==> src/rtl/q8dp_pkg.sv <==
// q8dp_pkg: shared types, constants and float helpers for the q8_0 block dot product
package q8dp_pkg;

  localparam int LANES      = 4;
  localparam int LANE_ELEMS = 8;
  localparam int LANE_W     = 19;
  localparam int DOT_W      = 21;
  localparam int WIDE_W     = 51;
  localparam int FP_LAT     = 3;

  localparam logic [31:0] CANON_NAN = 32'h7FC0_0000;
  localparam logic [7:0]  DOT_EXPO  = 8'd150;

  // unpacked binary32 operand: value = man * 2^(expo - 150)
  typedef struct packed {
    logic        sign;
    logic [7:0]  expo;
    logic [23:0] man;
    logic        zero;
    logic        inf;
    logic        nan;
  } fp_unp_t;

  function automatic fp_unp_t unpack_f32(logic [31:0] b);
    fp_unp_t u;
    u.sign = b[31];
    u.nan  = (b[30:23] == 8'hFF) && (b[22:0] != 23'd0);
    u.inf  = (b[30:23] == 8'hFF) && (b[22:0] == 23'd0);
    u.zero = (b[30:23] == 8'h00) && (b[22:0] == 23'd0);
    u.man  = {(b[30:23] != 8'h00), b[22:0]};
    u.expo = (b[30:23] == 8'h00) ? 8'd1 : b[30:23];
    return u;
  endfunction

  function automatic fp_unp_t unpack_f16(logic [15:0] h);
    fp_unp_t u;
    u.sign = h[15];
    u.nan  = (h[14:10] == 5'h1F) && (h[9:0] != 10'd0);
    u.inf  = (h[14:10] == 5'h1F) && (h[9:0] == 10'd0);
    u.zero = (h[14:10] == 5'h00) && (h[9:0] == 10'd0);
    u.man  = {13'd0, (h[14:10] != 5'h00), h[9:0]};
    u.expo = (h[14:10] == 5'h00) ? 8'd126 : ({3'd0, h[14:10]} + 8'd125);
    return u;
  endfunction

  function automatic fp_unp_t unpack_dot(logic signed [DOT_W-1:0] d);
    fp_unp_t u;
    logic [DOT_W-1:0] mag;
    mag    = d[DOT_W-1] ? (~d + 1'b1) : d;
    u.sign = d[DOT_W-1];
    u.nan  = 1'b0;
    u.inf  = 1'b0;
    u.zero = (d == '0);
    u.man  = {3'd0, mag};
    u.expo = DOT_EXPO;
    return u;
  endfunction

  function automatic logic [5:0] lead_pos(logic [WIDE_W-1:0] v);
    logic [5:0] p;
    p = 6'd0;
    for (int i = 0; i < WIDE_W; i++) begin
      if (v[i]) p = 6'(i);
    end
    return p;
  endfunction

  // pn has its leading one at the top bit, e is the biased exponent of that bit
  function automatic logic [31:0] round_pack(logic sign, logic signed [10:0] e,
                                             logic [WIDE_W-1:0] pn);
    logic [WIDE_W-1:0] sft;
    logic [5:0]        shv;
    logic              stk;
    logic [7:0]        ef;
    logic [23:0]       m;
    logic              rb;
    logic              sb;
    logic [30:0]       packed_v;
    sft = pn;
    stk = 1'b0;
    ef  = e[7:0];
    shv = 6'd0;
    if (e < 11'sd1) begin
      if (e < -11'sd49) shv = 6'd51;
      else shv = 6'(11'sd1 - e);
      sft = pn >> shv;
      stk = |(pn & ~({WIDE_W{1'b1}} << shv));
      ef  = 8'd0;
    end
    m  = sft[WIDE_W-1:WIDE_W-24];
    rb = sft[WIDE_W-25];
    sb = (|sft[WIDE_W-26:0]) | stk;
    packed_v = {ef, m[22:0]} + 31'(rb & (sb | m[0]));
    if (e >= 11'sd255) return {sign, 8'hFF, 23'd0};
    return {sign, packed_v};
  endfunction

endpackage

==> src/rtl/q8dp_fmul.sv <==
// q8dp_fmul: three-stage binary32 multiplier with round to nearest even
module q8dp_fmul (
  input  logic                clk,
  input  q8dp_pkg::fp_unp_t   a,
  input  q8dp_pkg::fp_unp_t   b,
  output logic [31:0]         prod
);

  logic        s1_nan, s1_inf, s1_zero, s1_sign;
  logic [47:0] s1_p;
  logic [9:0]  s1_esum;

  logic        s2_nan, s2_inf, s2_zero, s2_sign;
  logic [q8dp_pkg::WIDE_W-1:0] s2_pn;
  logic signed [10:0]          s2_e;

  logic [q8dp_pkg::WIDE_W-1:0] wide;
  logic [5:0]                  lpos;

  always_ff @(posedge clk) begin
    s1_nan  <= a.nan | b.nan | (a.inf & b.zero) | (a.zero & b.inf);
    s1_inf  <= a.inf | b.inf;
    s1_zero <= a.zero | b.zero;
    s1_sign <= a.sign ^ b.sign;
    s1_p    <= a.man * b.man;
    s1_esum <= {2'd0, a.expo} + {2'd0, b.expo};
  end

  assign wide = {s1_p, 3'd0};
  assign lpos = q8dp_pkg::lead_pos(wide);

  always_ff @(posedge clk) begin
    s2_nan  <= s1_nan;
    s2_inf  <= s1_inf;
    s2_zero <= s1_zero;
    s2_sign <= s1_sign;
    s2_pn   <= wide << (6'd50 - lpos);
    s2_e    <= $signed({5'd0, lpos}) + $signed({1'b0, s1_esum}) - 11'sd176;
  end

  always_ff @(posedge clk) begin
    if (s2_nan) prod <= q8dp_pkg::CANON_NAN;
    else if (s2_inf) prod <= {s2_sign, 8'hFF, 23'd0};
    else if (s2_zero) prod <= {s2_sign, 31'd0};
    else prod <= q8dp_pkg::round_pack(s2_sign, s2_e, s2_pn);
  end

endmodule

==> config.mk <==
export PLATFORM = sky130hd
export DESIGN_NAME = q8dp_fmul
export DESIGN_NICKNAME = d
export VERILOG_FILES = /design/src/rtl/q8dp_pkg.sv /design/src/rtl/q8dp_fmul.sv
export SDC_FILE = /design/constraint.sdc
export NUM_CORES = 2
export LEC_CHECK = 0
export BUFFER_PORTS_ARGS = -buffer_cell sky130_fd_sc_hd__buf_2
export CORE_ASPECT_RATIO = 0.6
export CORE_MARGIN = 1
export CORE_UTILIZATION = 50
export CTS_BUF_LIST = sky130_fd_sc_hd__clkbuf_16
export DETAILED_ROUTE_END_ITERATION = 8
export PLACE_DENSITY = 0.64
export SLEW_MARGIN = 20
export SYNTH_ARGS = -nofsm -noshare
export SYNTH_HDL_FRONTEND = slang
export SYNTH_SLANG_ARGS = --single-unit
==> constraint.sdc <==
create_clock -name clk -period 9 [get_ports clk]
set_clock_uncertainty 0.2 [all_clocks]
set_input_delay 0.45 -clock clk [delete_from_list [all_inputs] [get_ports clk]]
set_output_delay 0.45 -clock clk [all_outputs]
set_load 0.1 [all_outputs]
==> After elaboration in Yosys (flattened, before gate mapping) <==
Cells that the tools add are included.
{ "word_totals": {"out_inout_bits": 32, "register_bits": 159} }
{ "op_classes": {"mul": 1, "n_reduce_logical": 4, "add_sub_neg": 6, "shift": 3, "bitwise_logic": 13, "n_lt_le_gt_ge": 3, "n_mux": 73} }
{ "op_table": {"columns": ["operator", "n"], "rows": [
  ["$mux 6", 52],
  ["$mux 50", 4],
  ["$mux 32", 4],
  ["$and 51x51->51", 1],
  ["$not 51->51", 1],
  ["$reduce_or 51->1", 1],
  ["$shl 51x6->51", 1],
  ["$shl 51x6->51 const A", 1],
  ["$shr 51x6->50", 1],
  ["$mul 24x24->48", 1],
  ["$mux 8", 4],
  ["$add 31x1->31", 1],
  ["$reduce_or 26->1", 1],
  ["$ge 11x9->1 const B", 1],
  ["$lt 11x2->1 const B", 1],
  ["$lt 11x7->1 const B", 1],
  ["$sub 10x8->11 const B", 1],
  ["$add 6x9->10", 1],
  ["$add 8x8->9", 1],
  ["$mux 1", 8],
  ["$or 1x1->1", 7],
  ["$sub 2x6->6 const A", 1],
  ["$sub 6x6->6 const A", 1],
  ["$and 1x1->1", 3],
  ["4 further kinds", 4]
]} }

==> Logic depth before layout (Yosys ltp) <==
{ "depth": {"word_depth": 50, "mapped_depth": 27} }

==> Worst setup path after synthesis <==
Ideal clock, no wire load.
{ "synth_path": {"path_kind": "input -> register", "startpoint": "input port a[20] (netlist bit)", "endpoint": "register s1_p[47]", "arrival_time_ps": 7117, "slack_ps": 1562, "required_ps": 8679, "stages": 24, "path_cell_list": "clkbuf_1 nand2_1 fa_1 inv_1 fa_1 inv_1 fa_1 fa_1 fa_1 fa_1 inv_1 fa_1 ha_1 a21o_1 a21o_1 a2111oi_0 o22ai_1 a221oi_1 nand3b_1 o221ai_1 o21ai_0 a221oi_1 o21ai_0 xnor2_1"} }
{ "synth_via": {"elab_chain_len": 1} }
{ "synth_rtl": {"columns": ["item", "line", "rtl"], "rows": [
  ["start, declared", "q8dp_fmul.sv:4", "input q8dp_pkg::fp_unp_t a,"],
  ["$mul 24x24->48", "q8dp_fmul.sv:25", "s1_p <= a.man * b.man;"],
  ["end signal, assigned", "q8dp_fmul.sv:25", null],
  ["end, declared", "q8dp_fmul.sv:10", "logic [47:0] s1_p;"]
]} }
No other way between the ends.
A chain may end at the register's enable or synchronous reset.

==> Final worst setup path <==
{ "layout_path": {"startpoint": "input port a[16] (netlist bit)", "endpoint": "register s1_p[47]"} }
Same word-level chain as after synthesis.

==> report_table.html <==
<table>
<tr><th>Metric</th><th>Value</th></tr>
<tr><th colspan="2">Status</th></tr>
<tr><td>Run status</td><td>complete, no violations</td></tr>
<tr><th colspan="2">Global route</th></tr>
<tr><td>Global-route usage over all layers</td><td>34.0%</td></tr>
<tr><td>Wire length of the first global-routing pass</td><td>158 mm</td></tr>
<tr><td>Maximum number of pins on one net before global-route repair</td><td>75</td></tr>
<tr><td>Antenna violations before repair</td><td>2</td></tr>
<tr><td>Remaining global-route overflow</td><td>0</td></tr>
<tr><td>Vias in the first global route</td><td>25.8k</td></tr>
<tr><th colspan="2">Worst hold path</th></tr>
<tr><td>Startpoint of the worst hold path</td><td>b[27]</td></tr>
<tr><td>Path type of the worst min-delay path</td><td>primary input to flip-flop</td></tr>
<tr><td>Hold EP</td><td>s1_esum[0]</td></tr>
<tr><td>Cell depth of the worst min-delay path</td><td>2</td></tr>
<tr><th colspan="2">Worst setup path</th></tr>
<tr><td>Kind of start point of the critical path</td><td>primary input</td></tr>
<tr><td>Endpoint kind of the worst setup timing path</td><td>flip-flop</td></tr>
<tr><td>Worst reg2reg startpoint</td><td>s2_e[0]</td></tr>
<tr><td>Data required time of the worst path</td><td>9.15 ns</td></tr>
<tr><td>R2R cell count</td><td>16</td></tr>
<tr><td>Type of the setup path with the least slack</td><td>primary input to flip-flop</td></tr>
<tr><td>Crit Reg-Reg Endpoint</td><td>prod[18]</td></tr>
<tr><td>Biggest fanout along the worst timing path</td><td>24</td></tr>
<tr><td>R2R Setup Slk</td><td>2.89 ns</td></tr>
<tr><td>Data arrival time of the critical path</td><td>8.14 ns</td></tr>
<tr><th colspan="2">Finish</th></tr>
<tr><td>Commonest non-fill, non-tap cell in the layout</td><td>sky130_fd_sc_hd__inv_1</td></tr>
<tr><td>Commonest cells after routing, fill and taps aside</td><td>540 x sky130_fd_sc_hd__inv_1, 494 x sky130_fd_sc_hd__nand2_1, 484 x sky130_fd_sc_hd__fa_1</td></tr>
<tr><td>Fraction of layout cells with a size suffix above 1</td><td>8.22%</td></tr>
<tr><td>Antenna diode count</td><td>0</td></tr>
<tr><td>Number of nets in the final layout</td><td>4271</td></tr>
<tr><td>Area added between synthesis and finish</td><td>5.95%</td></tr>
<tr><th colspan="2">STA</th></tr>
<tr><td>Portion of the clock cycle consumed by the worst path in the final layout</td><td>88.7%</td></tr>
<tr><td>Transition time at the pin with the least slew margin</td><td>1.29 ns</td></tr>
<tr><td>Fin Setup TNS</td><td>0 ns</td></tr>
<tr><td>Final setup violating endpoints</td><td>0</td></tr>
<tr><td>RSZ-0062 raised after global routing</td><td>no</td></tr>
<tr><td>Final critical delay including setup and external delays</td><td>7.99 ns</td></tr>
<tr><td>Final Hold Viols</td><td>0</td></tr>
<tr><td>Max-slew violation total from the final report</td><td>0</td></tr>
<tr><td>Highest clock rate</td><td>125 MHz</td></tr>
<tr><td>Headroom to the max-slew limit</td><td>13.7%</td></tr>
<tr><th colspan="2">Clock tree</th></tr>
<tr><td>Clock tree sinks</td><td>156</td></tr>
<tr><td>Latest clock arrival within the worst-skew pair</td><td>0.46 ns</td></tr>
<tr><td>Total of cells resized after clock tree synthesis</td><td>0</td></tr>
<tr><td>TritonCTS clock tree</td><td>yes</td></tr>
<tr><td>Htree depth</td><td>4</td></tr>
<tr><td>Clock Tree Buf Depth</td><td>2</td></tr>
<tr><td>Clock-pin slew reported for the worst setup and hold paths after clock tree synthesis</td><td>0.07 ns</td></tr>
<tr><td>Number of buffers added by the clock tree synthesis step</td><td>17</td></tr>
<tr><td>Clock Root Buffer</td><td>sky130_fd_sc_hd__clkbuf_16</td></tr>
<tr><th colspan="2">Placed design</th></tr>
<tr><td>Final GP Congestion</td><td>1.03</td></tr>
<tr><td>Total half-perimeter wirelength after legalization and detailed placement</td><td>80.2 mm</td></tr>
<tr><td>Count of port buffers added during placement</td><td>104</td></tr>
<tr><th colspan="2">Logic synthesis</th></tr>
<tr><td>Unique cell type count in the Yosys netlist</td><td>98</td></tr>
<tr><td>Synthesized netlist cell count</td><td>3545</td></tr>
<tr><td>Synth top area share</td><td>31.9%</td></tr>
<tr><td>Total standard cell area after synthesis</td><td>30400 sq um</td></tr>
<tr><td>Synth Flop Type</td><td>sky130_fd_sc_hd__dfxtp_1</td></tr>
<tr><td>Cell taking the most area after synthesis</td><td>sky130_fd_sc_hd__fa_1</td></tr>
<tr><td>Synth Area per Inst</td><td>8.57 sq um</td></tr>
<tr><td>Dominant cells by area after synthesis</td><td>sky130_fd_sc_hd__fa_1 32%, sky130_fd_sc_hd__dfxtp_1 10%, sky130_fd_sc_hd__ha_1 8.2%</td></tr>
<tr><td>Share of synthesized area occupied by flip-flops and latches</td><td>10.3%</td></tr>
<tr><td>Number of synthesized flops with an enable pin</td><td>0</td></tr>
<tr><td>Post-synth net total</td><td>4301</td></tr>
<tr><td>Post-synthesis async set-or-reset flop share</td><td>0%</td></tr>
<tr><td>Synth Register Bits</td><td>156</td></tr>
<tr><td>Warnings from Yosys</td><td>0</td></tr>
<tr><th colspan="2">Routing</th></tr>
<tr><td>Average vias per placed instance</td><td>6.10</td></tr>
<tr><td>DR iter-0 viols</td><td>3594</td></tr>
<tr><td>Vias</td><td>26.3k</td></tr>
<tr><td>Count of nets left with antenna violations after detail routing</td><td>0</td></tr>
<tr><td>First drt pass iteration count</td><td>9</td></tr>
<tr><td>Mean routed wirelength per cell</td><td>23.4 um</td></tr>
<tr><td>Total routed wirelength</td><td>101 mm</td></tr>
<tr><td>Number of remaining DRC errors</td><td>0</td></tr>
<tr><th colspan="2">Floorplan</th></tr>
<tr><td>Top Ports</td><td>105</td></tr>
<tr><td>Number of rows in the core area</td><td>69</td></tr>
<tr><td>Floorplan core area</td><td>59600 sq um</td></tr>
<tr><td>Vertical die dimension</td><td>193 um</td></tr>
<tr><td>Overall die width</td><td>320 um</td></tr>
<tr><td>Initial Util</td><td>51.0%</td></tr>
<tr><td>Die outline area</td><td>61800 sq um</td></tr>
<tr><th colspan="2">Run</th></tr>
<tr><td>Max-capacitance violation count</td><td>0</td></tr>
</table>
## Yosys cell counts (40+ instances only)
master / count
sky130_fd_sc_hd__nor2_1: 164
sky130_fd_sc_hd__fa_1: 484
sky130_fd_sc_hd__inv_1: 539
sky130_fd_sc_hd__ha_1: 199
sky130_fd_sc_hd__nand3_1: 61
sky130_fd_sc_hd__a21o_1: 40
sky130_fd_sc_hd__mux4_2: 44
sky130_fd_sc_hd__clkbuf_1: 165
sky130_fd_sc_hd__nand2_1: 494
sky130_fd_sc_hd__dfxtp_1: 156
sky130_fd_sc_hd__xnor2_1: 53
sky130_fd_sc_hd__a21oi_1: 116
sky130_fd_sc_hd__nor3_1: 55
sky130_fd_sc_hd__o21ai_0: 101
sky130_fd_sc_hd__mux2i_1: 82
sky130_fd_sc_hd__and2_1: 234
## through the flow
stage | area (sq um) | cells | util [%] | worst slack (ns) | hold WS (ns)
after floorplan | 30400 | 3545 | - | 1.56 | 0.110
after global placement | 31500 | 4268 | 52.9 | 0.769 | 0.110
after detailed placement | 31500 | 4268 | 52.9 | 0.626 | 0.113
after CTS | 32200 | 4308 | 54.0 | 1.13 | 0.0251
after global routing | 32200 | 4309 | 54.0 | 0.472 | 0.0400
final | 32200 | 4309 | 54.0 | 1.01 | 0.0305
## layout make-up
cell class	instances	area, sq um
Fill cell	5547	27400
Clock inverter	15	159
Tap cell	781	977
Timing Repair Buffer	162	973
Clock buffer	17	425
Sequential cell	156	3130
Inverter	540	2030
Multi-Input combinational cell	2638	24500
## flip-flops by register name (all words and copies together), names as in the netlist
name,flops
s2_nan,1
s1_sign,1
prod,32
s2_e,11
s1_zero,1
s1_p,48
s2_sign,1
s2_inf,1
s1_inf,1
s2_zero,1
s1_esum,9
s1_nan,1
s2_pn,48
## routing by layer
| layer | part of all wire [%] | vias to the layer above | routed length (um) | global-route usage (%) |
|---|---|---|---|---|
| met5 | 0.093 | - | 94 | 1.07 |
| li1 | - | 11600 | - | - |
| met4 | 1.1 | 2 | 1080 | 4.32 |
| met2 | 36 | 1651 | 36100 | 41.7 |
| met1 | 47 | 12900 | 47400 | 53.0 |
| met3 | 16 | 104 | 16300 | 16.1 |
## timing repair
| item | CTS | global route |
|---|---|---|
| endpoints found under the hold margin | 4 | 0 |
| hold buffers | 8 | 0 |
| setup buffers | 0 | 0 |
## worst max path at each step
stage / start / endpoint / cells past startpoint / slack [ns]
after detailed placement: a[16] / s1_p[47] / 24 / 0.63
final: a[16] / s1_p[47] / 24 / 1.01
after CTS: a[16] / s1_p[47] / 24 / 1.13
after floorplan: a[20] / s1_p[47] / 24 / 1.56
after global placement: b[6] / s1_p[47] / 24 / 0.77
after global routing: a[16] / s1_p[47] / 24 / 0.47
## logic make-up (layout without fill, tap and decap cells)
group,Yosys count,after routing,synth area share [%]
AOI/OAI and AO/OA,561,561,12.7
xor gates and xnor gates,81,81,2.34
adders and majority gates,683,683,40.1
buffers and inverters,751,734,9.47
DFF,156,156,10.3
muxes,140,140,6.48
and+or+nand+nor,1173,1173,18.6
## critical path, cell delays in order
cell	delay, ns
sky130_fd_sc_hd__buf_2	0.52
sky130_fd_sc_hd__nand2_1	0.18
sky130_fd_sc_hd__fa_1	0.54
sky130_fd_sc_hd__inv_1	0.05
sky130_fd_sc_hd__fa_1	0.47
sky130_fd_sc_hd__inv_1	0.05
sky130_fd_sc_hd__fa_1	0.48
sky130_fd_sc_hd__fa_1	0.56
sky130_fd_sc_hd__fa_1	0.43
sky130_fd_sc_hd__fa_1	0.49
sky130_fd_sc_hd__inv_1	0.05
sky130_fd_sc_hd__fa_1	0.45
sky130_fd_sc_hd__ha_1	0.37
sky130_fd_sc_hd__a21o_1	0.18
sky130_fd_sc_hd__a21o_1	0.16
sky130_fd_sc_hd__a2111oi_0	0.53
sky130_fd_sc_hd__o22ai_1	0.22
sky130_fd_sc_hd__a221oi_1	0.48
sky130_fd_sc_hd__nand3b_1	0.14
sky130_fd_sc_hd__o221ai_1	0.37
sky130_fd_sc_hd__o21ai_0	0.24
sky130_fd_sc_hd__a221oi_1	0.41
sky130_fd_sc_hd__o21ai_0	0.19
sky130_fd_sc_hd__xnor2_1	0.15
Power is left out: the tool's default activity adds up to more than one toggle a clock period on the data nets, which glitch-free logic cannot reach.
