**config.mk**
```make
export PLATFORM = sky130hd
export DESIGN_NAME = q8dp_fadd
export DESIGN_NICKNAME = d
export VERILOG_FILES = /design/src/rtl/q8dp_pkg.sv /design/src/rtl/q8dp_fadd.sv
export SDC_FILE = /design/constraint.sdc
export NUM_CORES = 1
export LEC_CHECK = 0
export ABC_CLOCK_PERIOD_IN_PS = 12080
export BUFFER_PORTS_ARGS = -buffer_cell sky130_fd_sc_hd__buf_2
export CAP_MARGIN = 15
export CORE_MARGIN = 10
export CORE_UTILIZATION = 29
export DETAILED_ROUTE_END_ITERATION = 8
export SLEW_MARGIN = 10
export SYNTH_ARGS = -nofsm -noshare
export SYNTH_HDL_FRONTEND = slang
export SYNTH_SLANG_ARGS = --single-unit
```
**constraint.sdc**
```tcl
create_clock -name clk -period 12.08 [get_ports clk]
set_clock_uncertainty 0.2 [all_clocks]
set_input_delay 2.416 -clock clk [delete_from_list [all_inputs] [get_ports clk]]
set_output_delay 2.416 -clock clk [all_outputs]
set_load 0.005 [all_outputs]
```
**src/rtl/q8dp_pkg.sv**
```systemverilog
// q8dp_pkg: shared types, constants and float helpers for the q8_0 block dot product
package q8dp_pkg;

  localparam int LANES      = 4;
  localparam int LANE_ELEMS = 8;
  localparam int LANE_W     = 19;
  localparam int DOT_W      = 21;
  localparam int WIDE_W     = 51;
  localparam int FP_LAT     = 3;

  localparam logic [31:0] CANON_NAN = 32'h7FC0_0000;
  localparam logic [7:0]  DOT_EXPO  = 8'd150;

  // unpacked binary32 operand: value = man * 2^(expo - 150)
  typedef struct packed {
    logic        sign;
    logic [7:0]  expo;
    logic [23:0] man;
    logic        zero;
    logic        inf;
    logic        nan;
  } fp_unp_t;

  function automatic fp_unp_t unpack_f32(logic [31:0] b);
    fp_unp_t u;
    u.sign = b[31];
    u.nan  = (b[30:23] == 8'hFF) && (b[22:0] != 23'd0);
    u.inf  = (b[30:23] == 8'hFF) && (b[22:0] == 23'd0);
    u.zero = (b[30:23] == 8'h00) && (b[22:0] == 23'd0);
    u.man  = {(b[30:23] != 8'h00), b[22:0]};
    u.expo = (b[30:23] == 8'h00) ? 8'd1 : b[30:23];
    return u;
  endfunction

  function automatic fp_unp_t unpack_f16(logic [15:0] h);
    fp_unp_t u;
    u.sign = h[15];
    u.nan  = (h[14:10] == 5'h1F) && (h[9:0] != 10'd0);
    u.inf  = (h[14:10] == 5'h1F) && (h[9:0] == 10'd0);
    u.zero = (h[14:10] == 5'h00) && (h[9:0] == 10'd0);
    u.man  = {13'd0, (h[14:10] != 5'h00), h[9:0]};
    u.expo = (h[14:10] == 5'h00) ? 8'd126 : ({3'd0, h[14:10]} + 8'd125);
    return u;
  endfunction

  function automatic fp_unp_t unpack_dot(logic signed [DOT_W-1:0] d);
    fp_unp_t u;
    logic [DOT_W-1:0] mag;
    mag    = d[DOT_W-1] ? (~d + 1'b1) : d;
    u.sign = d[DOT_W-1];
    u.nan  = 1'b0;
    u.inf  = 1'b0;
    u.zero = (d == '0);
    u.man  = {3'd0, mag};
    u.expo = DOT_EXPO;
    return u;
  endfunction

  function automatic logic [5:0] lead_pos(logic [WIDE_W-1:0] v);
    logic [5:0] p;
    p = 6'd0;
    for (int i = 0; i < WIDE_W; i++) begin
      if (v[i]) p = 6'(i);
    end
    return p;
  endfunction

  // pn has its leading one at the top bit, e is the biased exponent of that bit
  function automatic logic [31:0] round_pack(logic sign, logic signed [10:0] e,
                                             logic [WIDE_W-1:0] pn);
    logic [WIDE_W-1:0] sft;
    logic [5:0]        shv;
    logic              stk;
    logic [7:0]        ef;
    logic [23:0]       m;
    logic              rb;
    logic              sb;
    logic [30:0]       packed_v;
    sft = pn;
    stk = 1'b0;
    ef  = e[7:0];
    shv = 6'd0;
    if (e < 11'sd1) begin
      if (e < -11'sd49) shv = 6'd51;
      else shv = 6'(11'sd1 - e);
      sft = pn >> shv;
      stk = |(pn & ~({WIDE_W{1'b1}} << shv));
      ef  = 8'd0;
    end
    m  = sft[WIDE_W-1:WIDE_W-24];
    rb = sft[WIDE_W-25];
    sb = (|sft[WIDE_W-26:0]) | stk;
    packed_v = {ef, m[22:0]} + 31'(rb & (sb | m[0]));
    if (e >= 11'sd255) return {sign, 8'hFF, 23'd0};
    return {sign, packed_v};
  endfunction

endpackage

```
**src/rtl/q8dp_fadd.sv**
```systemverilog
// q8dp_fadd: three-stage binary32 adder with round to nearest even
module q8dp_fadd (
  input  logic         clk,
  input  logic [31:0]  a_bits,
  input  logic [31:0]  b_bits,
  output logic [31:0]  sum
);

  q8dp_pkg::fp_unp_t a, b, big, lit;
  logic [31:0]       big_bits;
  logic              swap;
  logic [7:0]        d;
  logic [5:0]        dv;
  logic [q8dp_pkg::WIDE_W-1:0] big_ext, lit_ext, lit_al;
  logic              spec;
  logic [31:0]       spec_bits;

  logic        s1_spec, s1_sign;
  logic [31:0] s1_spec_bits;
  logic [q8dp_pkg::WIDE_W-1:0] s1_s;
  logic [7:0]  s1_e;

  logic        s2_spec, s2_sign, s2_zero;
  logic [31:0] s2_spec_bits;
  logic [q8dp_pkg::WIDE_W-1:0] s2_pn;
  logic signed [10:0]          s2_e;
  logic [5:0]  lpos;

  always_comb begin
    a    = q8dp_pkg::unpack_f32(a_bits);
    b    = q8dp_pkg::unpack_f32(b_bits);
    swap = {b.expo, b.man} > {a.expo, a.man};
    big  = swap ? b : a;
    lit  = swap ? a : b;
    big_bits = swap ? b_bits : a_bits;
    d    = big.expo - lit.expo;
    dv   = (d > 8'd50) ? 6'd51 : 6'(d);
    big_ext = {1'b0, big.man, 26'd0};
    lit_ext = {1'b0, lit.man, 26'd0};
    lit_al  = (lit_ext >> dv);
    lit_al[0] = lit_al[0] | (|(lit_ext & ~({q8dp_pkg::WIDE_W{1'b1}} << dv)));
    spec      = 1'b1;
    spec_bits = big_bits;
    if (a.nan || b.nan || (a.inf && b.inf && (a.sign != b.sign))) begin
      spec_bits = q8dp_pkg::CANON_NAN;
    end else if (a.inf) begin
      spec_bits = {a.sign, 8'hFF, 23'd0};
    end else if (b.inf) begin
      spec_bits = {b.sign, 8'hFF, 23'd0};
    end else if (a.zero && b.zero) begin
      spec_bits = {a.sign & b.sign, 31'd0};
    end else if (lit.zero) begin
      spec_bits = big_bits;
    end else begin
      spec = 1'b0;
    end
  end

  always_ff @(posedge clk) begin
    s1_spec      <= spec;
    s1_spec_bits <= spec_bits;
    s1_sign      <= big.sign;
    s1_e         <= big.expo;
    s1_s         <= (big.sign == lit.sign) ? (big_ext + lit_al) : (big_ext - lit_al);
  end

  assign lpos = q8dp_pkg::lead_pos(s1_s);

  always_ff @(posedge clk) begin
    s2_spec      <= s1_spec;
    s2_spec_bits <= s1_spec_bits;
    s2_sign      <= s1_sign;
    s2_zero      <= (s1_s == '0);
    s2_pn        <= s1_s << (6'd50 - lpos);
    s2_e         <= $signed({5'd0, lpos}) + $signed({3'd0, s1_e}) - 11'sd49;
  end

  always_ff @(posedge clk) begin
    if (s2_spec) sum <= s2_spec_bits;
    else if (s2_zero) sum <= 32'd0;
    else sum <= q8dp_pkg::round_pack(s2_sign, s2_e, s2_pn);
  end

endmodule

```
# --- Word level (Yosys, flattened, before mapping) ---
# Index checks and enable logic that the tools add are counted.
word_totals:
  register_bits: 221
  out_inout_bits: 32
op_classes:
  add_sub_neg: 8
  magnitude_cmp: 5
  eq_ne: 4
  n_shift: 5
  muxes: 81
  bitwise_logic: 9
  n_reduce_logical: 25
op_table:
  columns: ["op", "count"]
  rows:
  - ["6-bit two-way mux", 54]
  - ["32-bit two-way mux", 8]
  - ["50-bit two-way mux", 3]
  - ["51-bit NOT", 2]
  - ["51-bit OR reduction", 2]
  - ["51-bit by 6-bit << shifter with 51-bit output, first input constant", 2]
  - ["36-bit two-way mux", 2]
  - ["50-bit by 51-bit adder with 51-bit output", 1]
  - ["50-bit by 51-bit AND with 51-bit output", 1]
  - ["51-bit AND", 1]
  - ["51-bit zero test", 1]
  - ["51-bit two-way mux", 1]
  - ["51-bit by 6-bit << shifter with 51-bit output", 1]
  - ["50-bit by 6-bit >> shifter with 51-bit output", 1]
  - ["51-bit by 6-bit >> shifter with 50-bit output", 1]
  - ["50-bit by 51-bit subtractor with 51-bit output", 1]
  - ["23-bit zero test", 2]
  - ["23-bit nonzero test", 2]
  - ["8-bit two-way mux", 5]
  - ["32-bit greater-than comparator", 1]
  - ["31-bit by 1-bit adder with 31-bit output", 1]
  - ["26-bit OR reduction", 1]
  - ["8-bit == test, second input constant", 2]
  - ["8-bit zero test", 2]
  - ["19 further kinds", 39]

# --- Depth between registers and ports, before layout ---
logic_depth:
  ltp_word: 52
  ltp_mapped: 54
  mapped_depth_nobuf: 47

# --- Least setup slack after synthesis ---
# Ideal clock, no wire load.
synth_timing:
  path_kind: "input to register"
  from: "input b_bits[26]"
  to: "register s1_s[47] (netlist bit)"
  setup_ns: 0.096
  arrival_time_ns: 11.180
  required_time_ns: 11.784
  slack_ns: 0.604
  path_stages: 47
  n_path_buf: 7
  path_cell_list: "nor4_1 > nand3b_1 > ha_1 > a21oi_1 > o21ai_0 > o2bb2ai_4 > or3_1 > buf_2 > o21ai_4 > buf_6 > clkbuf_1 > clkbuf_1 > nand2_1 > nor2_1 > a21oi_1 > ha_1 > a21oi_1 > o21ai_1 > [... 11 more ...] > o21bai_1 > a21oi_1 > o21bai_1 > a21oi_1 > o21bai_1 > a21oi_1 > o21bai_1 > a21oi_1 > o21bai_1 > a21oi_1 > o21bai_1 > a21oi_1 > o211ai_1 > a2111oi_0 > o311ai_0 > nand3_1 > o21ai_0 > nor4b_1"
synth_between:
  elab_chain_cells: 14
  elab_cells_between_ends: 19
synth_lines:
  columns: ["item", "line", "source"]
  rows:
  - ["start, declared", "q8dp_fadd.sv:5", "input logic [31:0] b_bits,"]
  - ["8-bit zero test", "q8dp_pkg.sv:31", "u.expo = (b[30:23] == 8'h00) ? 8'd1 : b[30:23];"]
  - ["8-bit two-way mux", "q8dp_pkg.sv:31", null]
  - ["32-bit greater-than comparator", "q8dp_fadd.sv:32", "swap = {b.expo, b.man} > {a.expo, a.man};"]
  - ["36-bit two-way mux (on tied branches)", "q8dp_fadd.sv:33, q8dp_fadd.sv:34", null]
  - ["8-bit subtractor", "q8dp_fadd.sv:36", "d = big.expo - lit.expo;"]
  - ["8-bit by 6-bit greater-than comparator with 1-bit output", "q8dp_fadd.sv:37", "dv = (d > 8'd50) ? 6'd51 : 6'(d);"]
  - ["6-bit two-way mux", "q8dp_fadd.sv:37", null]
  - ["51-bit by 6-bit << shifter with 51-bit output", "q8dp_fadd.sv:41", "lit_al[0] = lit_al[0] | (|(lit_ext & ~({q8dp_pkg::WIDE_W{1'b1}} << dv)));"]
  - ["51-bit NOT", "q8dp_fadd.sv:41", null]
  - ["50-bit by 51-bit AND with 51-bit output", "q8dp_fadd.sv:41", null]
  - ["51-bit OR reduction", "q8dp_fadd.sv:41", null]
  - ["1-bit bitwise OR", "q8dp_fadd.sv:41", null]
  - ["50-bit by 51-bit subtractor with 51-bit output or 50-bit by 51-bit adder with 51-bit output (tied branches)", "q8dp_fadd.sv:64", "s1_s <= (big.sign == lit.sign) ? (big_ext + lit_al) : (big_ext - lit_al);"]
  - ["51-bit two-way mux *", "q8dp_fadd.sv:64", null]
  - ["end signal, assigned", "q8dp_fadd.sv:64", null]
  - ["end, declared", "q8dp_fadd.sv:20", "logic [q8dp_pkg::WIDE_W-1:0] s1_s;"]
# Every way passes the cells marked *; elsewhere a longest branch is shown, timed or not.
# A chain may end at the register's enable or synchronous reset.

# --- Final worst setup path ---
layout_timing:
  from: "input a_bits[27]"
  to: "register s1_s[50] (netlist bit)"
layout_between:
  elab_chain_cells: 14
  elab_cells_between_ends: 19
layout_lines:
  columns: ["item", "line", "source"]
  rows:
  - ["start, declared", "q8dp_fadd.sv:4", "input logic [31:0] a_bits,"]
  - ["8-bit zero test", "q8dp_pkg.sv:31", null]
  - ["8-bit two-way mux", "q8dp_pkg.sv:31", null]
  - ["32-bit greater-than comparator", "q8dp_fadd.sv:32", null]
  - ["36-bit two-way mux (on tied branches)", "q8dp_fadd.sv:33, q8dp_fadd.sv:34", null]
  - ["8-bit subtractor", "q8dp_fadd.sv:36", null]
  - ["8-bit by 6-bit greater-than comparator with 1-bit output", "q8dp_fadd.sv:37", null]
  - ["6-bit two-way mux", "q8dp_fadd.sv:37", null]
  - ["51-bit by 6-bit << shifter with 51-bit output", "q8dp_fadd.sv:41", null]
  - ["51-bit NOT", "q8dp_fadd.sv:41", null]
  - ["50-bit by 51-bit AND with 51-bit output", "q8dp_fadd.sv:41", null]
  - ["51-bit OR reduction", "q8dp_fadd.sv:41", null]
  - ["1-bit bitwise OR", "q8dp_fadd.sv:41", null]
  - ["50-bit by 51-bit subtractor with 51-bit output or 50-bit by 51-bit adder with 51-bit output (tied branches)", "q8dp_fadd.sv:64", null]
  - ["51-bit two-way mux *", "q8dp_fadd.sv:64", null]
# Marks and branches as above.

==> summary.md <==
| Metric | Value |
|---|---|
| IO Port Bufs | 96 |
| CTS tree | built |
| Multiplexer share of the synthesized area | 10.9% |
| CTS root buffer | clkbuf_16 |
| CTS sink count | 221 |
| Number of global-route vias before repair | 25.3k |
| Hold Startpoint | s1_spec_bits[15] |
| Synth Cell Area | 24,200 sq um |
| Net Sw Power | 3.74 mW |
| Global-route wire length before repair | 163,000 um |
| Fin nets | 3,507 |
| Largest family of logic cells by synthesized area | compound AO/OA/AOI/OAI gates |
| Flops & latches, synth | 221 |
| Max-slew violations | 0 |
| Sum of negative setup slack | 0 ns |
| Final Cell Area | 27,100 sq um |
| Pwr Total | 6.91 mW |
| Rows | 105 |
| GP Congestion | 1.01 |
| PwrDens | 255 nW/um^2 |
| Simple-gate share of the synthesized area | 24.1% |
| GR peak layer | met2 |
| Post-cts sizing count | 0 |
| Worst path arrival time | 11.60 ns |
| WP data required | 12.27 ns |
| Area added between synthesis and finish | 11.6% |
| Met1 Usage GRT | 28.9% |
| Total CTS buffers | 25 |
| Gr usage total | 21.4% |
| Post-route ant nets | 0 |
| Ranking of synthesized cells by area | dfxtp_1 18%, a21oi_1 6.0%, mux2i_1 5.8% |
| Slowest stage delay, CP | 0.71 ns |
| Clock transition at path regs | 0.06 ns |
| Period utilization | 94.4% |
| Setup Viol. Count Final | 0 |
| Met2 GRT Util | 34.3% |
| Reg power frac | 20.6% |
| Total congestion overflow | 0 |
| Reg area | 4430 sq um |
| Placed Cells | 4,381 |
| Core Util, Final | 32.8% |
| Synthesized instance count | 3,358 |
| Yosys cell types | 106 |
| CP Capture Type | register |
| Adder-cell share of the synthesized area | 5.42% |
| F_max | 87.7 MHz |
| Critical Path Source Type | primary input |
| Internal power | 3.18 mW |
| CP Launch Point | a_bits[27] |
| Combinational share of power | 68.5% |
| Starting Density | 29.4% |
| Die Width | 309 um |
| Post-synthesis compound-gate area fraction | 31.6% |
| Hold Path Class | register to register |
| Crit-path slowest cell | a2111oi_0 |
| CTS hold repair buffers | 0 |
| First DRT Iteration DRCs | 3,918 |
| Multi-input gate area | 18,400 sq um |
| Seq/Total Area, Yosys | 18.2% |
| Post-Route WL | 108,000 um |
| H-tree Lvls | 1 |
| Initial antenna violation count | 2 |
| Die Area | 95,600 sq um |
| Die Ht | 309 um |
| Worst Tran Pin Value | 1.14 ns |
| # IOs | 97 |
| Fill count | 8,901 |
| WL per Instance | 24.4 um |
| Vias | 27.4k |
| Post-synth EDFFs | 0 |
| Average cell area after synthesis | 7.22 sq um |
| Leakage | 10.8 nW |
| Area leader, netlist | dfxtp_1 |
| Residual DRC | 0 |
| CP dominant cell by count | a21oi_1 |
| Yosys top cell area share | 18.2% |
| Clock Path Buffers | 3 |
| Largest net degree at the start of global routing | 86 |
| Finished Layout Cells | 4,431 |
| Met3 Resource Use GR | 3.29% |
| WS Path Type | primary input to register |
| Clock Power Share | 10.9% |
| Status | finished clean |
| Clock latency on the worst-skew pair | 0.54 ns |
| Post-layout min period | 11.41 ns |
| Yosys Warn Count | 0 |
| Switching share of power | 54.0% |
| Max_cap viols | 0 |
| Worst-path fanout max | 12 |
| Area of the core | 82,500 sq um |
| Top FF cell, synth | dfxtp_1 |
| Post-synthesis xor/xnor area fraction | 2.85% |
| Rel. slew slack | 23.7% |
| Dpl cell area | 26,200 sq um |
| Layout cells sized above 1 | 12.8% |
| Worst R2R Start | s1_s[3] |
| Dpl hpwl | 83,300 um |
| First-pass DRT Iterations | 7 |
| R2R cell count | 23 |
| VDD IR max | 0.214 mV |
| Syn_nets | 3,526 |
| Number of vias per cell | 6.18 |
| Unrepaired setup endpoints after global routing | false |
| Hold Vio Cnt, Final | 0 |
| Asr flop ratio synth | 0% |
| Hold Path Depth | 0 |
-- logic make-up after synthesis --
logic type	count (synthesis)
XOR/XNOR	79
multiplexers	206
AND/OR/NAND/NOR	1197
buffers and inverters	425
AO/OA/AOI/OAI	1126
flip-flops	221
adder cells (fa/ha/maj)	104
-- stage by stage --
step	worst slack [ns]	hold WS [ns]
2_1_floorplan	0.604	0.110
3_3_place_gp	0.461	0.110
3_5_place_dp	0.434	0.112
4_1_cts	0.906	0.123
5_1_grt	0.0181	0.124
6_report	0.674	0.123
-- routing by layer --
| metal | part of all wire, % | routed length [um] |
|---|---|---|
| met2 | 45 | 48600 |
| met1 | 43 | 46000 |
| met3 | 8.6 | 9290 |
| met5 | 0 | 0 |
| met4 | 3.9 | 4250 |
-- cells in the final DEF, fill, tap and decap left out, drive strengths merged, types with 13 or more instances in the layout --
master and n:
mux2 22, ha 101, inv 141, xor2 31, nor4 112, o311a 18, nand2b 26, xnor2 48
nand3 65, dfxtp 221, buf 241, mux4 44, o21ai 211, nand4 51, mux2i 140, a31oi 42
a211o 24, a221oi 15, and2 27, o22ai 30, o211ai 40, nor3 134, o21a 20, and3 26
clkbuf 32, a21o 28, nand2 294, nor2 331, or3 43, a211oi 78, or2 18, nor2b 40
o31ai 45, o21bai 27, a22o 33, o2111ai 13, a22oi 36, a21oi 293
-- Yosys cell counts, types with 42 or more instances --
master / instances
nor2_1: 331
nand2_1: 294
a21oi_1: 291
clkbuf_1: 235
dfxtp_1: 221
o21ai_0: 198
mux2i_1: 140
inv_1: 136
nor3_1: 130
nor4_1: 106
ha_1: 101
a211oi_1: 77
nand3_1: 63
nand4_1: 50
xnor2_1: 48
mux4_2: 44
o31ai_1: 43
or3_1: 43
a31oi_1: 42
-- cell type report --
cell class,count,share of cell area [%]
sequential,221,16.4
clock buffer,32,2.59
clock inverter,13,0.462
antenna,4,0.0370
timing repair buffer,241,5.84
inverter,138,1.91
multi-input combinational,2712,67.9
tap,1070,4.95
-- critical path: cells and delay by family --
kind            cells  cell delay (ns)
buf+inv             2             0.39
compound gates     29             5.69
fa+ha+maj           3             0.98
simple gates        8             2.13
-- state kept, by name (all words and copies together) (netlist names) --
name and flops:
s1_spec_bits 32, s2_e 10, sum 32, s1_sign 1, s1_spec 1, s1_s 51, s2_sign 1, s2_spec 1
s2_zero 1, s2_pn 51, s1_e 8, s2_spec_bits 32
-- path summary, 6_finish.rpt --
check	to	slack, ns
setup / recovery	s1_s[50]	0.67
hold / removal	s2_spec_bits[15]	0.12
setup reg to reg	s2_pn[49]	4.25
hold reg to reg	s2_spec_bits[15]	0.12
-- power by group through the flow --
stage / logic, mW / registers, mW / clock network [mW]
2_1_floorplan: 3.33 / 1.14 / 0
3_5_place_dp: 4.59 / 1.42 / 0
6_report: 4.74 / 1.43 / 0.751
4_1_cts: 4.61 / 1.40 / 0.764
5_1_grt: 5.06 / 1.45 / 0.793
3_3_place_gp: 4.63 / 1.42 / 0
-- repair_timing --
item                                    CTS  global route
endpoints found under the hold margin     0             0
endpoints found under the setup margin    0             1
buffers inserted                          0             1
Note: power is estimated with default switching activity, not from simulation.
