--- config.mk ---
export PLATFORM = sky130hd
export DESIGN_NAME = q8dp_merge
export DESIGN_NICKNAME = d
export VERILOG_FILES = /design/src/rtl/q8dp_pkg.sv /design/src/rtl/q8dp_merge.sv
export SDC_FILE = /design/constraint.sdc
export NUM_CORES = 1
export LEC_CHECK = 0
export BUFFER_PORTS_ARGS = -buffer_cell sky130_fd_sc_hd__buf_2
export CAP_MARGIN = 10
export CORE_ASPECT_RATIO = 0.9
export CORE_MARGIN = 2
export CORE_UTILIZATION = 49
export DETAILED_ROUTE_END_ITERATION = 16
export PLACE_DENSITY = 0.91
export SYNTH_ARGS = -nofsm -noshare
export SYNTH_HDL_FRONTEND = slang
export SYNTH_SLANG_ARGS = --single-unit
--- constraint.sdc ---
create_clock -name clk -period 4.3 [get_ports clk]
set_input_delay 0.645 -clock clk [delete_from_list [all_inputs] [get_ports clk]]
set_output_delay 0.645 -clock clk [all_outputs]
set_load 0.005 [all_outputs]
--- src/rtl/q8dp_pkg.sv ---
// q8dp_pkg: shared types, constants and float helpers for the q8_0 block dot product
package q8dp_pkg;

  localparam int LANES      = 4;
  localparam int LANE_ELEMS = 8;
  localparam int LANE_W     = 19;
  localparam int DOT_W      = 21;
  localparam int WIDE_W     = 51;
  localparam int FP_LAT     = 3;

  localparam logic [31:0] CANON_NAN = 32'h7FC0_0000;
  localparam logic [7:0]  DOT_EXPO  = 8'd150;

  // unpacked binary32 operand: value = man * 2^(expo - 150)
  typedef struct packed {
    logic        sign;
    logic [7:0]  expo;
    logic [23:0] man;
    logic        zero;
    logic        inf;
    logic        nan;
  } fp_unp_t;

  function automatic fp_unp_t unpack_f32(logic [31:0] b);
    fp_unp_t u;
    u.sign = b[31];
    u.nan  = (b[30:23] == 8'hFF) && (b[22:0] != 23'd0);
    u.inf  = (b[30:23] == 8'hFF) && (b[22:0] == 23'd0);
    u.zero = (b[30:23] == 8'h00) && (b[22:0] == 23'd0);
    u.man  = {(b[30:23] != 8'h00), b[22:0]};
    u.expo = (b[30:23] == 8'h00) ? 8'd1 : b[30:23];
    return u;
  endfunction

  function automatic fp_unp_t unpack_f16(logic [15:0] h);
    fp_unp_t u;
    u.sign = h[15];
    u.nan  = (h[14:10] == 5'h1F) && (h[9:0] != 10'd0);
    u.inf  = (h[14:10] == 5'h1F) && (h[9:0] == 10'd0);
    u.zero = (h[14:10] == 5'h00) && (h[9:0] == 10'd0);
    u.man  = {13'd0, (h[14:10] != 5'h00), h[9:0]};
    u.expo = (h[14:10] == 5'h00) ? 8'd126 : ({3'd0, h[14:10]} + 8'd125);
    return u;
  endfunction

  function automatic fp_unp_t unpack_dot(logic signed [DOT_W-1:0] d);
    fp_unp_t u;
    logic [DOT_W-1:0] mag;
    mag    = d[DOT_W-1] ? (~d + 1'b1) : d;
    u.sign = d[DOT_W-1];
    u.nan  = 1'b0;
    u.inf  = 1'b0;
    u.zero = (d == '0);
    u.man  = {3'd0, mag};
    u.expo = DOT_EXPO;
    return u;
  endfunction

  function automatic logic [5:0] lead_pos(logic [WIDE_W-1:0] v);
    logic [5:0] p;
    p = 6'd0;
    for (int i = 0; i < WIDE_W; i++) begin
      if (v[i]) p = 6'(i);
    end
    return p;
  endfunction

  // pn has its leading one at the top bit, e is the biased exponent of that bit
  function automatic logic [31:0] round_pack(logic sign, logic signed [10:0] e,
                                             logic [WIDE_W-1:0] pn);
    logic [WIDE_W-1:0] sft;
    logic [5:0]        shv;
    logic              stk;
    logic [7:0]        ef;
    logic [23:0]       m;
    logic              rb;
    logic              sb;
    logic [30:0]       packed_v;
    sft = pn;
    stk = 1'b0;
    ef  = e[7:0];
    shv = 6'd0;
    if (e < 11'sd1) begin
      if (e < -11'sd49) shv = 6'd51;
      else shv = 6'(11'sd1 - e);
      sft = pn >> shv;
      stk = |(pn & ~({WIDE_W{1'b1}} << shv));
      ef  = 8'd0;
    end
    m  = sft[WIDE_W-1:WIDE_W-24];
    rb = sft[WIDE_W-25];
    sb = (|sft[WIDE_W-26:0]) | stk;
    packed_v = {ef, m[22:0]} + 31'(rb & (sb | m[0]));
    if (e >= 11'sd255) return {sign, 8'hFF, 23'd0};
    return {sign, packed_v};
  endfunction

endpackage

--- src/rtl/q8dp_merge.sv ---
// q8dp_merge: adds the lane totals into the block's integer dot product
module q8dp_merge (
  input  logic                                clk,
  input  logic signed [q8dp_pkg::LANE_W-1:0]  lane_sums [q8dp_pkg::LANES],
  output logic signed [q8dp_pkg::DOT_W-1:0]   dot
);

  logic signed [q8dp_pkg::DOT_W-1:0] dot_next;

  always_comb begin
    dot_next = '0;
    for (int l = 0; l < q8dp_pkg::LANES; l++) begin
      dot_next = dot_next + q8dp_pkg::DOT_W'(lane_sums[l]);
    end
  end

  always_ff @(posedge clk) begin
    dot <= dot_next;
  end

endmodule

== Yosys cells after proc, flatten, opt, wreduce, memory -nomap -nowiden ==
Index checks and enable logic that the tools add are counted.

* $mul: 0
* Shift operators: 0
* Muxes and demuxes: 0
* Reduce and logical (&&, ||, !) cells: 0
* Order comparisons: 0
* $add $sub $neg: 3
* Divide/modulo/power cells: 0
* Bitwise gates (word level): 0
* Eq/ne operators: 0

{| class="wikitable"
|+ Operators by type and width
! cell !! number
|-
| $add A20 B19 Y21 || 1
|-
| $add A21 B19 Y21 || 1
|-
| $add A19 B19 Y20 || 1
|}

* Bits in writable memories: 0
* Bits in latches: 0
* Memories: 0
* Input port bits: 77
* Memory bits (read-only): 0
* Register bits: 21

== Depth between registers and ports, before layout ==
Gate-level depths: netlist of run 1.

* Depth in word-level cells: 3
* Gate-level depth with buffers: 11
* Depth with buffers taken out: 10

== Worst setup path before layout of run 1 ==
Ideal clock, no wire load.

* Path kind: input to register
* From: in lane_sums[1] (netlist name)
* To: reg dot[19] (netlist name)
* Path buffers: 0
* Stages: 9
* Arrival time: 3.334 ns
* Required time: 4.209 ns
* Slack: 0.875 ns
* Cells stage by stage: fa_1 -> fa_1 -> ha_1 -> fa_1 -> a21o_1 -> a221oi_4 -> o22ai_2 -> or2_1 -> a311oi_1

* Word-level cells in the longest chain between the ends: 1

{| class="wikitable"
|+ RTL lines
! item !! line !! source
|-
| start, declared || q8dp_merge.sv:4 || <nowiki>input logic signed [q8dp_pkg::LANE_W-1:0] lane_sums [q8dp_pkg::LANES],</nowiki>
|-
| $add A21 B19 Y21 || q8dp_merge.sv:13 || <nowiki>dot_next = dot_next + q8dp_pkg::DOT_W'(lane_sums[l]);</nowiki>
|-
| named net dot_next, one bit || q8dp_merge.sv:8 || <nowiki>logic signed [q8dp_pkg::DOT_W-1:0] dot_next;</nowiki>
|-
| end signal, assigned || q8dp_merge.sv:18 || <nowiki>dot <= dot_next;</nowiki>
|-
| end, declared || q8dp_merge.sv:5 || <nowiki>output logic signed [q8dp_pkg::DOT_W-1:0] dot</nowiki>
|}

The timed path passes the listed nets, and every way through them passes these cells.

== Final worst setup path of run 1 ==
Same ends and word-level chain as after synthesis.

==> run metrics, run 1 <==
status finished clean; setup violators final 0; Routed WL a little under 5 mm; Root Driver clkbuf_8; Ant. Diodes 0; synth top area cells fa_1 (31%), dfxtp_1 (17%), inv_1 (16%); Residual DRC 0; syn_area_per_cell 8.88 um2; Leak between 1.5 and 2 nW; Max Slew Vio Count 0; Max Buffers Root-to-Sink 2; die area 0.00576 mm2; Period minus WS final around 3.5 ns; Min Hold Slack 0.619 ns; Reg power frac a little under a quarter; worst path required time roughly 4.5 ns; vias in the first global route 2163; # fillers approximately 440; antenna violations before repair 0; Starting Density 51.4%; I/O pins 98; crit path capture type flop; wire length per cell 10.7 um; first-pass GRT wire length 8.78 mm; Hold Path Stages 2; CTS Buf Count 3; Final Hold Fails 0; final antenna-violating net count 0; Layout Nets 522; YS warnings 0; placed insts 446; largest area contributor in the netlist fa_1; synthesized area 0.00253 mm2; GRT Total Usage about a fifth; critical-path maximum fanout 4; H-tree lvl count 1; Cell Count, Final, Fillers Out 450; clock sink total 21; RSZ-0062 raised after global routing no; final period utilization 81.1%; Peak VDD IR about 250 uV; Net Count, Synth approximately 420; Hold Buf Count CTS 0; max-cap violation count 0; combinational share of power 67.2%; Data arrival, critical path between 3 and 4 ns; Final WS setup 0.812 ns; max reg flops 21; Power Dens Cells about 430 mW/mm2; TNS Setup 0 ns; GP Congestion ~0.80; PostCTS Resize Cnt 0; Worst setup SP type input port; largest registers dot x21; via/cell ratio 4.66; Min-Delay Path Class in -> reg; largest net degree at the start of global routing 13; register area share after synthesis 16.6%; Achievable Freq 0.287 GHz; DP HPWL 4.45 mm; number of port buffers between 90 and 100; Pwr Total 1.36 mW; Net Sw Frac 41.6%; net switching power 567 uW; CTS tree built; via count around 2100; Yosys reg bits 21; Synth top area share 30.8%; Internal 795 uW; CTS clk-pin slew, worst paths 0.07 ns; First DRT Iteration DRCs 133; share of layout cells above drive strength 1 between 20% and 30%; site row count 24; worst setup path category in -> reg; worst slew pin tran 0.499 ns; Post-CTS Setup Inserts 0; GR Overflow Total 0; Core ar. 0.00492 mm2; die height 72.2 um; min-delay src lane_sums[57]; Mapped Cells 285; Hold EP dot[0]; Largest Register dot; DR pass1 iterations 4; die width 79.8 um; pre-CTS setup slack 0.557 ns; Distinct cells, synth 36; worst rel slew slack 66.8%; Area Overhead vs Synth 24.1%; clock network power share 8.8%
[worst max-delay path: stages]
cell      delay, ns
buf_2          0.11
fa_1           0.58
fa_1           0.45
ha_1           0.25
fa_1           0.41
a21o_1         0.21
a221oi_4       0.32
o22ai_2        0.16
or2_1          0.26
a311oi_1       0.25
[metal layers]
| layer | up-vias | track usage (%) | wire (um) |
|---|---|---|---|
| met5 | - | 0 | 0 |
| met4 | 0 | 1.69 | 6 |
| met3 | 2 | 1.99 | 370 |
| met2 | 85 | 36.1 | 2410 |
| met1 | 956 | 23.3 | 2050 |
| li1 | 1056 | - | - |
[synth_stat cells]
master	count
inv_1	107
fa_1	39
dfxtp_1	21
ha_1	20
a21oi_1	16
xnor2_1	12
o21ai_0	9
nand2_1	8
a21o_1	7
xor2_1	7
and3_1	5
nand3_1	3
o211ai_1	3
a211oi_1	2
a21boi_0	2
and4_1	2
nand2b_1	2
o21a_1	2
a221o_1	1
a221oi_1	1
a221oi_4	1
a311oi_1	1
and2_1	1
and3_2	1
clkbuf_1	1
mux2_2	1
mux2i_1	1
nand4_1	1
nor2_1	1
nor4b_1	1
o21bai_1	1
o221ai_1	1
o22ai_2	1
o31ai_1	1
or2_1	1
or3_1	1
[through the flow]
stage	area [um2]	util [%]
2_1_floorplan	2530	-
3_3_place_gp	3090	62.8
3_5_place_dp	3090	62.8
4_1_cts	3140	63.8
5_1_grt	3140	63.8
6_report	3140	63.8
[power groups by stage]
stage / registers, mW / clock network (mW) / logic, mW
2_1_floorplan: 0.347 / 0 / 0.619
3_3_place_gp: 0.332 / 0 / 0.878
3_5_place_dp: 0.331 / 0 / 0.912
4_1_cts: 0.326 / 0.123 / 0.916
5_1_grt: 0.334 / 0.132 / 1.04
6_report: 0.326 / 0.120 / 0.915
[cells in the final DEF, fill, tap and decap left out, types with 2 or more instances in the layout]
master / netlist / layout
o21a_1: 2 / 2
buf_2: 0 / 97
ha_1: 20 / 20
xnor2_1: 12 / 12
a21boi_0: 2 / 2
o21ai_0: 9 / 9
fa_1: 39 / 39
and3_1: 5 / 5
o211ai_1: 3 / 3
nand2b_1: 2 / 2
nand3_1: 3 / 3
a21oi_1: 16 / 16
nand2_1: 8 / 8
a21o_1: 7 / 7
clkbuf_8: 0 / 3
and4_1: 2 / 2
a211oi_1: 2 / 2
xor2_1: 7 / 7
inv_1: 107 / 107
dfxtp_1: 21 / 21
[cell families after synthesis]
family,after synthesis,share of synthesized area (%)
and+or+nand+nor,27,5.98
muxes,2,0.840
AOI/OAI and AO/OA,49,13.2
adders and majority gates,59,40.7
DFF,21,16.6
xor gates and xnor gates,19,6.57
buffers and inverters,108,16.0
[worst max-delay path by stage]
stage                     cells past startpoint         start       to  slack (ns)
after floorplan                               9  lane_sums[1]  dot[19]        0.88
after global placement                       10  lane_sums[1]  dot[19]        0.67
after detailed placement                     10  lane_sums[1]  dot[19]        0.56
after CTS                                    10  lane_sums[1]  dot[19]        0.81
after global routing                         11  lane_sums[2]  dot[20]        0.65
final                                        10  lane_sums[1]  dot[19]        0.81
[final cells by class]
class	instances	area (um2)	share of cell area (%)
multi-input combinational	156	1710	54.3
timing repair buffer	97	485	15.5
sequential	21	420	13.4
inverter	107	402	12.8
tap	65	81.3	2.59
clock buffer	3	41.3	1.31
clock inverter	1	5.00	0.159
Power figures use the tool's default switching activity.
==> run 2: changes to the inputs <==
--- a/config.mk
+++ b/config.mk
@@ -5,13 +5,14 @@
 export SDC_FILE = /design/constraint.sdc
 export NUM_CORES = 1
 export LEC_CHECK = 0
+export ABC_AREA = 1
 export BUFFER_PORTS_ARGS = -buffer_cell sky130_fd_sc_hd__buf_2
 export CAP_MARGIN = 10
 export CORE_ASPECT_RATIO = 0.9
 export CORE_MARGIN = 2
-export CORE_UTILIZATION = 49
+export CORE_UTILIZATION = 46
 export DETAILED_ROUTE_END_ITERATION = 16
-export PLACE_DENSITY = 0.91
+export PLACE_DENSITY = 0.89
 export SYNTH_ARGS = -nofsm -noshare
 export SYNTH_HDL_FRONTEND = slang
 export SYNTH_SLANG_ARGS = --single-unit
==> constraint.sdc (replaced) <==
create_clock -name clk -period 3 [get_ports clk]
set_input_delay 0.45 -clock clk [delete_from_list [all_inputs] [get_ports clk]]
set_output_delay 0.45 -clock clk [all_outputs]
set_load 0.005 [all_outputs]
==> run metrics, run 2 <==
status finished clean; Data arrival, critical path 2.86 ns; Max Slew Vio Count 0; Routed WL 5.31 mm; critical-path maximum fanout 4; antenna violations before repair 0; CTS tree built; GP Congestion 0.867; number of port buffers 97; RSZ-0062 raised after global routing no; site row count 26; Net Count, Synth 518; via count 2485; die area 0.00653 mm2; crit path capture type flop; GR Overflow Total 0; most common cell after layout, fill and taps aside inv_1; largest registers dot x21; Min Hold Slack 0.406 ns; pre-CTS setup slack 0.0195 ns; Area Overhead vs Synth 22.8%; first-pass GRT wire length 9.60 mm; CTS Buf Count 3; wire length per cell 9.60 um; largest area contributor in the netlist fa_1; FFs w/ async S/R, synth 0%; Final WS setup 0.298 ns; DP HPWL between 4 and 5 mm; Largest Register dot; worst setup path category in -> reg; commonest non-fill, non-tap cells in the layout inv_1 (137), buf_2 (97), nand2_1 (91); final antenna-violating net count 0; max-cap violation count 0; DP Area 0.00328 mm2; I/O pins 98; PostCTS Resize Cnt 0; Mapped Cells 382; Distinct cells, synth 17; Final Hold Fails 0; Power Dens Cells roughly 590 mW/mm2; final period utilization 90.1%; share of layout cells above drive strength 1 20.7%; clock sink total 21; DR pass1 iterations 4; design area 0.00333 mm2; Residual DRC 0; register area share after synthesis 15.5%; Period minus WS final 2.70 ns; die height 76.8 um; via/cell ratio 4.49; TNS Setup 0 ns; Peak VDD IR ~370 uV; Yosys reg bits 21; H-tree lvl count 1; max reg flops 21; Starting Density 47.6%; Layout Nets 620; Min-Delay Path Class in -> reg; Max Buffers Root-to-Sink 2; YS warnings 0; First DRT Iteration DRCs 73; Worst setup SP type input port; Core ar. 0.00569 mm2; count leader, synth inv_1; die width 84.9 um; worst slew pin tran about 0.25 ns; synth top area cells fa_1 (29%), inv_1 (19%), dfxtp_1 (16%); syn_area_per_cell 7.10 um2; vias in the first global route 2479; Achievable Freq 0.370 GHz; most common library cells after synthesis inv_1 (137), nand2_1 (91), fa_1 (39); setup violators final 0; GRT Total Usage 17.6%; Ant. Diodes 0; worst rel slew slack 83.2%; Main synth FF type dfxtp_1; largest net degree at the start of global routing 12; synthesized area around 0.0027 mm2; Leak 2.15 nW; CTS clk-pin slew, worst paths 0.07 ns; Post-synth EDFFs 0; Post-CTS Setup Inserts 0; worst path required time 3.16 ns; Root Driver clkbuf_8; Hold Buf Count CTS 0; Synth top area share 28.8%; Pwr Total about 2.0 mW
==> run 2: final cells by class <==
type | count | area, um2
clock buffers | 4 | 45.0
fillers | 535 | 2360
inverters | 137 | 514
multi-input cells | 224 | 1780
flip-flops and latches | 21 | 420
well taps | 70 | 87.6
repair buffers | 97 | 485
==> run 2: worst paths after layout <==
kind	start	to	slack (ns)	depth (start not counted)
setup / recovery	lane_sums[8]	dot[18]	0.30	14
hold / removal	lane_sums[57]	dot[0]	0.41	2
==> run 2: kinds of logic (layout without fill, tap and decap cells) <==
group	Yosys count	count (layout)	synth area share [%]
buffers and inverters	137	238	19.0
and+or+nand+nor	131	131	19.5
adders and majority gates	59	59	38.0
AOI/OAI and AO/OA	23	23	4.43
DFF	21	21	15.5
xor gates and xnor gates	11	11	3.55
==> run 2: metrics by stage <==
| step | instances | util [%] |
|---|---|---|
| after floorplan | 382 | - |
| after global placement | 549 | 57.7 |
| after detailed placement | 549 | 57.7 |
| after CTS | 553 | 58.5 |
| after global routing | 553 | 58.5 |
| final | 553 | 58.5 |
==> run 2: worst max-delay path: stages <==
cell and delay, ns:
buf_2 0.07, inv_1 0.05, fa_1 0.50, fa_1 0.53, inv_1 0.04, ha_1 0.34
nand2_1 0.14, inv_1 0.06, a21oi_1 0.21, nand3_1 0.17, nand2_1 0.13, nand2_1 0.05
nand2_1 0.06, nand2_1 0.05
==> run 2: power by group <==
| group | internal (mW) | total (mW) | switching, mW |
|---|---|---|---|
| logic | 0.550 | 1.33 | 0.778 |
| registers | 0.431 | 0.461 | 0.0302 |
| clock network | 0.0948 | 0.187 | 0.0919 |
==> run 2: metal layers <==
metal  vias up  GRT usage (%)  part of all wire (%)  wire, um
li1       1288              -                     -         -
met1      1104           19.9                    42      2220
met2        82           33.4                    49      2620
met3        11           3.01                   7.4       393
met4         0           5.08                   1.3        69
met5         -              0                     0         0
==> run 3: changes to the inputs <==
--- a/config.mk
+++ b/config.mk
@@ -11,6 +11,7 @@
 export CORE_ASPECT_RATIO = 0.9
 export CORE_MARGIN = 2
 export CORE_UTILIZATION = 46
+export CTS_BUF_LIST = sky130_fd_sc_hd__clkbuf_4 sky130_fd_sc_hd__clkbuf_8 sky130_fd_sc_hd__clkbuf_16
 export DETAILED_ROUTE_END_ITERATION = 16
 export PLACE_DENSITY = 0.89
 export SYNTH_ARGS = -nofsm -noshare
==> run metrics, run 3 (synthesized netlist as in run 2, its figures left out) <==
status finished clean; vias in the first global route 2479; setup violators final 0; Worst Setup SP lane_sums[1]; Max Slew Vio Count 0; Worst setup SP type input port; GR Overflow Total 0; Power Dens Cells slightly below 600 mW/mm2; Data arrival, critical path 2.87 ns; first-pass GRT wire length 9.60 mm; wire length per cell 9.58 um; Final WS setup 0.293 ns; Layout Nets 620; most common cell after layout, fill and taps aside inv_1; Min Hold Slack 0.406 ns; Top cell by count, worst path nand2_1; share of layout cells above drive strength 1 between 20% and 30%; Peak VDD IR ~370 uV; Hold Buf Count CTS 0; RSZ-0062 raised after global routing no; CTS clk-pin slew, worst paths 0.07 ns; Pwr Total slightly below 2 mW; die width 84.9 um; number of port buffers 97; Max Buffers Root-to-Sink 2; max reg flops 21; PostCTS Resize Cnt 0; via count ~2500; Largest Register dot; max-cap violation count 0; I/O pins 98; Min-Delay Path Class in -> reg; family with the most delay on the worst path adder cells; Hold Path Stages 2; GP Congestion about 0.87; pre-CTS setup slack 0.0195 ns; die area 0.00653 mm2; Leak between 2 and 2.5 nW; site row count 26; Ant. Diodes 0; Residual DRC 0; commonest non-fill, non-tap cells in the layout inv_1 (137), buf_2 (97), nand2_1 (91); worst rel slew slack 83.2%; GRT Total Usage 17.6%; CTS tree built; Period minus WS final 2.71 ns; Achievable Freq 0.369 GHz; largest net degree at the start of global routing 12; DR pass1 iterations 4; largest registers dot x21; die height 76.8 um; CP max-delay cell fa_1; Final Hold Fails 0; H-tree lvl count 1; First DRT Iteration DRCs 74; Worst Path Buf+Inv 1; cell-by-cell trace of the critical path buf_2, fa_1, fa_1, ha_1, fa_1, nand3_1, nand3_1, nand2_1, nand2_1, nand2_1, nand2_1, nand2_1, nand2_1; fin util between 50 and 60%; final period utilization roughly 90%; CTS Buf Count 3; Post-CTS Setup Inserts 0; DP HPWL slightly below 5 mm; final antenna-violating net count 0; worst setup path category in -> reg; Core ar. roughly 0.0057 mm2; Starting Density a little under half; critical-path maximum fanout 4; TNS Setup 0 ns; crit path capture type flop; worst path required time 3.16 ns; Area Overhead vs Synth 22.9%; Root Driver clkbuf_8; Hold EP dot[0]; via/cell ratio 4.48; clock sink total 21; CP max stage delay 0.55 ns; Routed WL between 5 and 6 mm; antenna violations before repair 0; worst slew pin tran 0.249 ns; min-delay src lane_sums[57]
==> run 3: layer usage <==
| layer | wire length, um | vias to the layer above | GRT usage [%] |
|---|---|---|---|
| met3 | 372 | 9 | 3.01 |
| met5 | 0 | - | 0 |
| met1 | 2230 | 1107 | 19.9 |
| li1 | - | 1287 | - |
| met2 | 2640 | 76 | 33.4 |
| met4 | 60 | 0 | 5.08 |
==> run 3: metrics by stage <==
step,instances,instance area [um2]
finish,553,3330
global route,553,3330
floorplan,382,2710
CTS,553,3330
detailed placement,549,3280
global placement,549,3280
==> run 3: worst max-delay path by stage <==
| stage | endpoint | slack, ns | cells past startpoint |
|---|---|---|---|
| after global routing | dot[18] | 0.12 | 14 |
| after floorplan | dot[17] | 0.29 | 12 |
| final | dot[17] | 0.29 | 13 |
| after global placement | dot[17] | 0.08 | 13 |
| after detailed placement | dot[17] | 0.02 | 13 |
| after CTS | dot[17] | 0.29 | 13 |
==> run 3: power breakdown <==
part           total, mW  internal (mW)  leakage, nW  switching, mW
clock              0.196          0.104       0.0262         0.0918
sequential         0.461          0.431        0.177         0.0302
combinational       1.33          0.550         1.95          0.778
total               1.98           1.08         2.15          0.900
==> run 3: layout make-up <==
| cell class | instances | area [um2] |
|---|---|---|
| sequential | 21 | 420 |
| timing repair buffer | 97 | 485 |
| inverter | 137 | 514 |
| clock buffer | 4 | 48.8 |
| multi-input combinational | 224 | 1780 |
| tap | 70 | 87.6 |
| fill | 536 | 2360 |
